[src/rtl/core/olf_pkg.sv]
// olf_pkg: shared types and widths for the occurrence limit filter.
// No dependencies; used by olf_front, olf_table and occurrence_limit_filter_core.
package olf_pkg;

  localparam int unsigned VALUE_W = 32;
  localparam int unsigned COUNT_W = 16;
  localparam int unsigned QUEUE_DEPTH = 2;
  localparam logic [COUNT_W-1:0] LIMIT_RESET = 16'd1;

  // One queued input transaction.
  typedef struct packed {
    logic                      end_of_sequence;
    logic signed [VALUE_W-1:0] value;
  } item_t;

  // One result transaction.
  typedef struct packed {
    logic                      last_out;
    logic                      table_overflow;
    logic                      keep;
    logic signed [VALUE_W-1:0] value_out;
  } result_t;

endpackage

[src/rtl/core/olf_front.sv]
// olf_front: input side of the filter; accepts stream transactions into a short queue.
// Depends on olf_pkg.
module olf_front (
  input  logic                        clk,
  input  logic                        rst_n,
  input  logic                        in_tvalid,
  output logic                        in_tready,
  input  logic [olf_pkg::VALUE_W-1:0] in_tdata,   // [31:0] value
  input  logic                        in_tlast,   // end_of_sequence
  output logic                        q_valid,
  output olf_pkg::item_t              q_item,
  input  logic                        q_ready
);

  localparam int unsigned PTR_W = $clog2(olf_pkg::QUEUE_DEPTH);
  localparam int unsigned CNT_W = $clog2(olf_pkg::QUEUE_DEPTH + 1);

  olf_pkg::item_t     slot_r [olf_pkg::QUEUE_DEPTH];
  logic [PTR_W-1:0]   wr_ptr_r, wr_ptr_nxt;
  logic [PTR_W-1:0]   rd_ptr_r, rd_ptr_nxt;
  logic [CNT_W-1:0]   cnt_r, cnt_nxt;
  logic               push, pop;

  assign in_tready = (cnt_r != CNT_W'(olf_pkg::QUEUE_DEPTH));
  assign q_valid   = (cnt_r != '0);
  assign q_item    = slot_r[rd_ptr_r];
  assign push      = in_tvalid && in_tready;
  assign pop       = q_valid && q_ready;

  always_comb begin
    wr_ptr_nxt = wr_ptr_r;
    rd_ptr_nxt = rd_ptr_r;
    cnt_nxt    = cnt_r;
    if (push) begin
      wr_ptr_nxt = (wr_ptr_r == PTR_W'(olf_pkg::QUEUE_DEPTH - 1)) ? '0 : wr_ptr_r + 1'b1;
    end
    if (pop) begin
      rd_ptr_nxt = (rd_ptr_r == PTR_W'(olf_pkg::QUEUE_DEPTH - 1)) ? '0 : rd_ptr_r + 1'b1;
    end
    if (push && !pop) begin
      cnt_nxt = cnt_r + 1'b1;
    end else if (pop && !push) begin
      cnt_nxt = cnt_r - 1'b1;
    end
  end

  always_ff @(posedge clk) begin
    if (!rst_n) begin
      wr_ptr_r <= '0;
      rd_ptr_r <= '0;
      cnt_r    <= '0;
    end else begin
      wr_ptr_r <= wr_ptr_nxt;
      rd_ptr_r <= rd_ptr_nxt;
      cnt_r    <= cnt_nxt;
    end
  end

  always_ff @(posedge clk) begin
    if (push) begin
      slot_r[wr_ptr_r] <= '{end_of_sequence: in_tlast, value: in_tdata};
    end
  end

endmodule

[config.mk]
export PLATFORM = sky130hd
export DESIGN_NAME = olf_front
export DESIGN_NICKNAME = d
export VERILOG_FILES = /design/src/rtl/core/olf_pkg.sv /design/src/rtl/core/olf_front.sv
export SDC_FILE = /design/constraint.sdc
export NUM_CORES = 1
export LEC_CHECK = 0
export ABC_AREA = 0
export ABC_CLOCK_PERIOD_IN_PS = 1700
export BUFFER_PORTS_ARGS = -buffer_cell sky130_fd_sc_hd__buf_2
export CAP_MARGIN = 20
export CORE_MARGIN = 2
export CORE_UTILIZATION = 46
export CTS_CLUSTER_SIZE = 30
export DETAILED_ROUTE_END_ITERATION = 8
export PLACE_DENSITY = 0.74
export SYNTH_ARGS = -nofsm -noshare
export SYNTH_HDL_FRONTEND = slang
export SYNTH_SLANG_ARGS = --single-unit
[constraint.sdc]
create_clock -name clk -period 1.7 [get_ports clk]
set_input_delay 0.085 -clock clk [delete_from_list [all_inputs] [get_ports clk]]
set_output_delay 0.085 -clock clk [all_outputs]
set_load 0.005 [all_outputs]
Word level (Yosys, flattened, before mapping)
Memories as Yosys holds them, arrays and structs flattened. A register that Yosys moved wholly into a read port is not among the register bits.
Cells that the tools add are included.
{ "totals": {"regBits": 4, "ram_bits": 66, "wordCells": 25, "memories": 1} }
{ "classes": {"n_addsub": 4, "eq_ne": 1, "muxes": 8, "reduce_logical": 8} }
{ "mem_list": {"columns": ["name", "words", "word_bits", "read_ports", "rd_clocked_by_memory_dff", "write_ports", "line_no", "source"], "rows": [
  ["slot_r", 2, 33, 1, 1, 1, "olf_front.sv:18", "olf_pkg::item_t slot_r [olf_pkg::QUEUE_DEPTH];"]
]} }
{ "op_table": {"columns": ["operator", "count"], "rows": [
  ["2-to-1 mux 1 bit", 6],
  ["logical AND 1 bit", 4],
  ["2-to-1 mux 2 bit", 2],
  ["nonzero test 2 bit", 2],
  ["adder 1 bit (second input constant)", 2],
  ["adder 2 x 1 -> 2 bit (second input constant)", 1],
  ["logical NOT 1 bit", 2],
  ["inequality test 2 bit (second input constant)", 1],
  ["subtractor 2 x 1 -> 2 bit (second input constant)", 1]
]} }

Logic depth before layout (Yosys ltp)
Gate-level depths: netlist of run 1.
{ "logic_depth": {"word_depth": 6, "depth_mapped": 6, "ltp_nobuf": 6} }

Worst setup path before layout of run 1
Ideal clock, no wire load.
{ "synth_timing": {"kind": "reg2reg", "startpoint": "register cnt_r[0]", "endpoint": "memory slot_r[1][0] (netlist name) (enable)", "setup_ns": 0.393, "arrival_ns": 1.416, "t_required_ns": 1.307, "path_slack_ns": -0.110, "stages_incl_launch_ff": 3, "n_path_buf": 0, "synth_period_minus_slack_ns": 1.810, "path_cell_list": "dfxtp_1 > nand2b_4 > and3_1"} }
{ "synth_via": {"elab_chain_len": 4} }
{ "synth_rtl": {"columns": ["item", "line_no", "source"], "rows": [
  ["from (decl)", "olf_front.sv:21", "logic [CNT_W-1:0] cnt_r, cnt_nxt;"],
  ["from (signal assigned)", "olf_front.sv:55", "cnt_r <= cnt_nxt;"],
  ["inequality test 2 bit", "olf_front.sv:24", "assign in_tready = (cnt_r != CNT_W'(olf_pkg::QUEUE_DEPTH));"],
  ["net in_tready", "olf_front.sv:7", "output logic in_tready,"],
  ["logical AND 1 bit", "olf_front.sv:27", "assign push = in_tvalid && in_tready;"],
  ["2-to-1 mux 1 bit", "olf_front.sv:60", "if (push) begin"],
  ["2-to-1 mux 1 bit (implied by the code)", "olf_front.sv:61", "slot_r[wr_ptr_r] <= '{end_of_sequence: in_tlast, value: in_tdata};"],
  ["to (decl)", "olf_front.sv:18", null]
]} }
The timed path passes the listed nets, and every way through them passes these cells.

Worst setup path after layout of run 1
{ "layout_timing": {"startpoint": "register cnt_r[0]", "endpoint": "register cnt_r[1]"} }
{ "layout_via": {"elab_chain_len": 5, "word_cells_on_any_way": 13, "classes_between": "add/sub (2); eq/ne (1); mux (2); reduce/logical (8)"} }
{ "layout_rtl": {"columns": ["item", "line_no", "source"], "rows": [
  ["inequality test 2 bit *", "olf_front.sv:24", null],
  ["logical AND 1 bit *", "olf_front.sv:27", null],
  ["net push", "olf_front.sv:22", "logic push, pop;"],
  ["logical NOT 1 bit", "olf_front.sv:42", "end else if (pop && !push) begin"],
  ["logical AND 1 bit", "olf_front.sv:42", null],
  ["nonzero test 2 bit (no line)", null, null]
]} }
The timed path passes the listed nets; every way through them passes the cells marked *. The select of a mux whose other input is x is not followed.
A chain may end at the register's enable or synchronous reset.

==> results_dict.tcl, run 1 <==
set metrics [dict create \
    status "finished, final reports clean" \
    yosys_warnings 0 \
    syn_area_um2 2616 \
    synth_cell_types 19 \
    synth_nets 165 \
    cts_sinks 71 \
    finalClockSkew_ns 0.005806 \
    core.rowCount 27 \
    drt_wl_total_mm 4.406 \
    crit_chain "nand2b_4, and2_1, ha_1, or3_1, a21boi_1" \
    power.density_nw_per_um2 1265 \
    cts_buffer_depth 2 \
    ys_seq_area_share_pct 79.58 \
    grt_pass1_vias 1509 \
    required_ns 1.96 \
    place_hpwl_mm 2.706 \
    hold_class "in2reg" \
    start_util_pct 47.51 \
    die_area_um2 6307 \
    final_cells 318 \
    port_buffers 71 \
    report.final.slew_viol_count 0 \
    core_area_um2 5507 \
    cts_buffers 9 \
    cts_resized 0 \
    yosys.area.top_type "edfxtp_1" \
    rsz0062_at_grt "no" \
    antenna_found_initial 0 \
    fin_crit_sh_pct 92.39 \
    setup.worst_path.start_class "register" \
    synthMostInstantiatedCell "edfxtp_1" \
    ys_ff_latch 71 \
    crit_fanout 5 \
    layout-drive-gt1-share_pct 50.00 \
    fin_ws_ns 0.1293 \
    drt_iter0_markers 83 \
    synthArstFlopShare_pct 0 \
    io_pins 72 \
    synth-edff-count 66 \
    slowest_delay_ns 0.36 \
    grt_usage_pct 14.58 \
    cp-startpoint "cnt_r[0]" \
    min_from "rst_n" \
    gp_congestion 0.6915 \
    dp_cells 269 \
    root_buffer "clkbuf_8" \
    detail-route-antenna-nets 0 \
    timing.setup.tns_ns 0 \
    clk_pin_slew_ns 0.07 \
    die_x_um 79.42 \
    vias_per_cell 4.651 \
    grt_max_degree 34 \
    whs_ns 0.02393 \
    ys.flop_type "edfxtp_1" \
    max-cap-violations 0 \
    dp_slack_ns 0.1250 \
    cp_top_family "simple AND/OR/NAND/NOR gates" \
    drc_errors 0 \
    cts_tree "yes" \
    fmax_ghz 0.6367 \
    drt_first_pass_iters 4 \
    vias 1479 \
    synthTopCellsByArea "edfxtp_1, mux2_2, dfxtp_1, and2_1, buf_2" \
    tightest_slew_ns 0.1981 \
    slew_headroom_pct 86.71 \
    htree_levels 3 \
    setup_violations 0 \
    yosys-top-cells-count "edfxtp_1, mux2_2, dfxtp_1" \
    crit_path_end_kind "register" \
    synth_top_area_share_pct 75.75 \
    cp.arrival_ns 1.83 \
    total_power_mw 4.542 \
    r2r-start "cnt_r[0]" \
    antennaDiodeCount 0 \
    crit_type "reg2reg" \
    synth_area_per_cell_um2 20.60 \
    path_buf_inv 0 \
    final_nets 279 \
    fp.dieH_um 79.42 \
    finalHoldViolCount 0 \
    wl_per_cell_um 13.86 \
    grt-ovfl-total 0 \
    clk_latency_ns 0.32 \
    synthCells 127 \
    grt_pass1_wl_mm 6.796 \
    peakVddDrop_v 0.0007932 \
    total_leakage_power_nw 1.365 \
    period_minus_slack_ns 1.571 \
    area_delta_synth_final_pct 37.25 \
    cp_slowest_cell "or3_1" \
]
==> placed cells by master (no fill, tap or decap) <==
cell,n
a21boi_0,1
dlygate4sd3_1,33
or2_2,1
mux2_2,33
clkinv_1,1
buf_2,71
ha_1,1
buf_12,3
and3_2,1
clkbuf_1,3
a21bo_2,1
dfxtp_1,5
nand2b_4,1
inv_1,1
clkinv_4,1
o21ai_0,1
xor2_1,1
xnor2_1,2
nand3b_1,1
a21boi_1,1
or3_1,1
edfxtp_1,66
clkbuf_8,9
clkinv_2,2
o21ai_1,1
and2_1,4
==> what timing repair did <==
item,4_1_cts,5_1_grt
hold buffers,33,0
setup buffers,0,0
hold endpoints to repair,66,0
setup endpoints to repair,0,0
==> final cells by class <==
type	count	area (um^2)
fillers	397	1916
flip-flops and latches	71	2082
clock buffers	12	135.1
inverters	1	3.754
clock inverters	4	22.52
repair buffers	107	745.7
well taps	72	90.09
multi-input cells	51	511.7
==> power by group <==
group / internal [mW] / leakage [nW] / switching (mW)
sequential: 2.19 / 0.658 / 0.0802
clock: 0.524 / 0.0818 / 0.553
combinational: 0.678 / 0.626 / 0.520
total: 3.39 / 1.37 / 1.15
==> final timing paths <==
kind | depth (start not counted) | slack, ns | endpoint
setup reg to reg | 5 | 0.13 | cnt_r[1]
setup / recovery | 5 | 0.13 | cnt_r[1]
hold / removal | 2 | 0.02 | register
hold reg to reg | 2 | 0.56 | cnt_r[1]
==> routing by layer <==
| layer | vias up | global-route usage (%) | wire length [um] | share of wire, % |
|---|---|---|---|---|
| met5 | - | 0 | 0 | 0 |
| met1 | 710 | 16.72 | 1848 | 42 |
| met4 | 0 | 8.276 | 79 | 1.8 |
| met2 | 43 | 25.59 | 2297 | 52 |
| li1 | 719 | - | - | - |
| met3 | 7 | 2.715 | 180 | 4.1 |
==> state kept, by name, summed over array words and instances (netlist names), named ones only <==
name      flops
slot_r       66
wr_ptr_r      1
rd_ptr_r      1
cnt_r         2
==> worst reg2reg max path: stages (launching register included) <==
cell,delay [ns]
dfxtp_1,0.35
nand2b_4,0.17
and2_1,0.16
ha_1,0.33
or3_1,0.36
a21boi_1,0.14
==> cell families after synthesis <==
family	synth area share (%)
compound gates	1.339
xor+xnor	1.004
fa+ha+maj	0.4782
buf+inv	0.9085
flops	79.58
mux	14.20
simple gates	2.487
==> metrics by stage <==
stage | util (%) | instance area [um^2]
2_1_floorplan | - | 2618
3_3_place_gp | 56.35 | 3103
5_1_grt | 65.21 | 3591
6_report | 65.21 | 3591
3_5_place_dp | 56.35 | 3103
4_1_cts | 65.21 | 3591
(Power assumes the default switching activity.)
==> run 2, diff against run 1 <==
- ABC_CLOCK_PERIOD_IN_PS: 1700 -> 1600
- CORE_UTILIZATION: 46 -> 51
- PLACE_DENSITY: 0.74 -> 0.78
- clock period: 1.7 -> 1.6 ns (I/O delays scaled with it)
==> run 2 against run 1 <==
Routed wire length fell by 3.1%. Clock skew fell by 0.0010 ns. Fmax rose by 4.3%. Critical path type unchanged. Worst hold slack got worse by 0.0022 ns. Setup slack got worse by 0.035 ns. Critical endpoint unchanged. Core utilization rose by 7.0 points. Total power rose by 10%. Global-route usage rose by 1.2 points. Flip-flop and latch count did not move. Register-to-register slack got worse by 0.04 ns.
==> results_dict.tcl, run 2 (synthesis results as in run 1) <==
set metrics [dict create \
    fin_crit_sh_pct 94.13 \
    slew_headroom_pct 77.57 \
    grt_pass1_wl_mm 6.223 \
    die_area_um2 5719 \
    finalClockSkew_ns 0.004787 \
    place_hpwl_mm 2.715 \
    setup_violations 0 \
    reg_top3 "slot_r (66), cnt_r (2)" \
    area_delta_synth_final_pct 39.22 \
    setup.worst_path.start_class "register" \
    start_util_pct 51.89 \
    drc_errors 0 \
    clk_latency_ns 0.32 \
    wl_per_cell_um 13.39 \
    grt-ovfl-total 0 \
    max-cap-violations 0 \
    htree_levels 3 \
    fin_ws_ns 0.09392 \
    drt_first_pass_iters 3 \
    crit_path_end_kind "register" \
    path_buf_inv 0 \
    tightest_slew_ns 0.3343 \
    die_x_um 75.63 \
    status "finished, final reports clean" \
    final_nets 282 \
    rsz0062_at_grt "no" \
    most-common-layout-cells "buf_2, edfxtp_1, mux2_2, dlygate4sd3_1, clkbuf_8" \
    grt_max_degree 21 \
    vias_per_cell 4.608 \
    drt_wl_total_mm 4.270 \
    cts_buffer_depth 2 \
    antennaDiodeCount 0 \
    cp_slowest_cell "dfxtp_2" \
    vias 1470 \
    timing.setup.tns_ns 0 \
    grt_pass1_vias 1478 \
    grt_usage_pct 15.80 \
    fmax_ghz 0.6640 \
    cts_buffers 9 \
    crit_chain "nand2b_4, and2_1, ha_4, xor2_1, or3_1, a21boi_1" \
    peakVddDrop_v 0.0007870 \
    cp.arrival_ns 1.76 \
    cts_sinks 71 \
    core.rowCount 26 \
    root_buffer "clkbuf_8" \
    power.density_nw_per_um2 1374 \
    fp.dieH_um 75.63 \
    layout-drive-gt1-share_pct 52.61 \
    required_ns 1.85 \
    total_leakage_power_nw 1.381 \
    io_pins 72 \
    gp_congestion 0.7452 \
    port_buffers 71 \
    cp_top_family "simple AND/OR/NAND/NOR gates" \
    final_common_cell "buf_2" \
    antenna_found_initial 0 \
    finalHoldViolCount 0 \
    report.final.slew_viol_count 0 \
    dp_slack_ns 0.01251 \
    period_minus_slack_ns 1.506 \
    hold_class "in2reg" \
    crit_type "reg2reg" \
    core_area_um2 5042 \
    total_power_mw 5.004 \
    slowest_delay_ns 0.35 \
    cts_tree "yes" \
    clk_pin_slew_ns 0.07 \
    detail-route-antenna-nets 0 \
    cts_setup_buffers 0 \
    drt_iter0_markers 74 \
    largest_reg_flops 66 \
    top_register "slot_r" \
    crit_fanout 5 \
]
## run 2: cell types whose count changed in the layout (fill, tap and decap cells not counted), sizes merged
cell      change
buf           +3
clkinvlp      +2
bufinv        +1
inv           -1
clkinv        -2
## run 2: what timing repair did
action / 4_1_cts / 5_1_grt
pin swaps: 0 / 1
hold buffers: 33 / 0
endpoints found under the hold margin: 66 / 0
resized for setup: 1 / 2
endpoints found under the setup margin: 1 / 1
## run 2: metrics by stage
stage / utilization (%) / hold slack, ns / instance area (um^2) / cells
after floorplan: - / 0.1789 / 2621 / 127
after global placement: 61.76 / 0.2678 / 3114 / 270
after detailed placement: 61.76 / 0.2708 / 3114 / 270
after CTS: 71.96 / 0.005512 / 3628 / 319
after global routing: 72.23 / 0.004859 / 3642 / 319
final: 72.23 / 0.02173 / 3642 / 319
## run 2: worst paths after layout
path                 start  endpoint  slack [ns]  depth (start not counted)
hold reg to reg   cnt_r[1]  cnt_r[1]        0.52                          2
setup reg to reg  cnt_r[0]  cnt_r[1]        0.09                          6
setup / recovery  cnt_r[0]  cnt_r[1]        0.09                          6
hold / removal       rst_n  cnt_r[0]        0.02                          2
## run 2: routing by layer
layer	global-route usage [%]	vias to the layer above	share of wire (%)
li1	-	726	-
met5	0	-	0
met1	16.73	695	40
met3	6.614	6	4.5
met4	7.602	0	1.3
met2	27.25	43	54
## run 2: area by class of cell
class                           count  area, um^2
Sequential cell                    71        2085
Fill cell                         347        1400
Timing Repair Buffer              110       755.7
Multi-Input combinational cell     51       524.3
Clock buffer                       12       135.1
Tap cell                           70       87.58
Clock inverter                      4       47.55
Inverter                            1       7.507
## run 2: report_power, final
group	internal (mW)	switching, mW
clock	0.717	0.579
combinational	0.735	0.566
sequential	2.33	0.0800
total	3.78	1.22
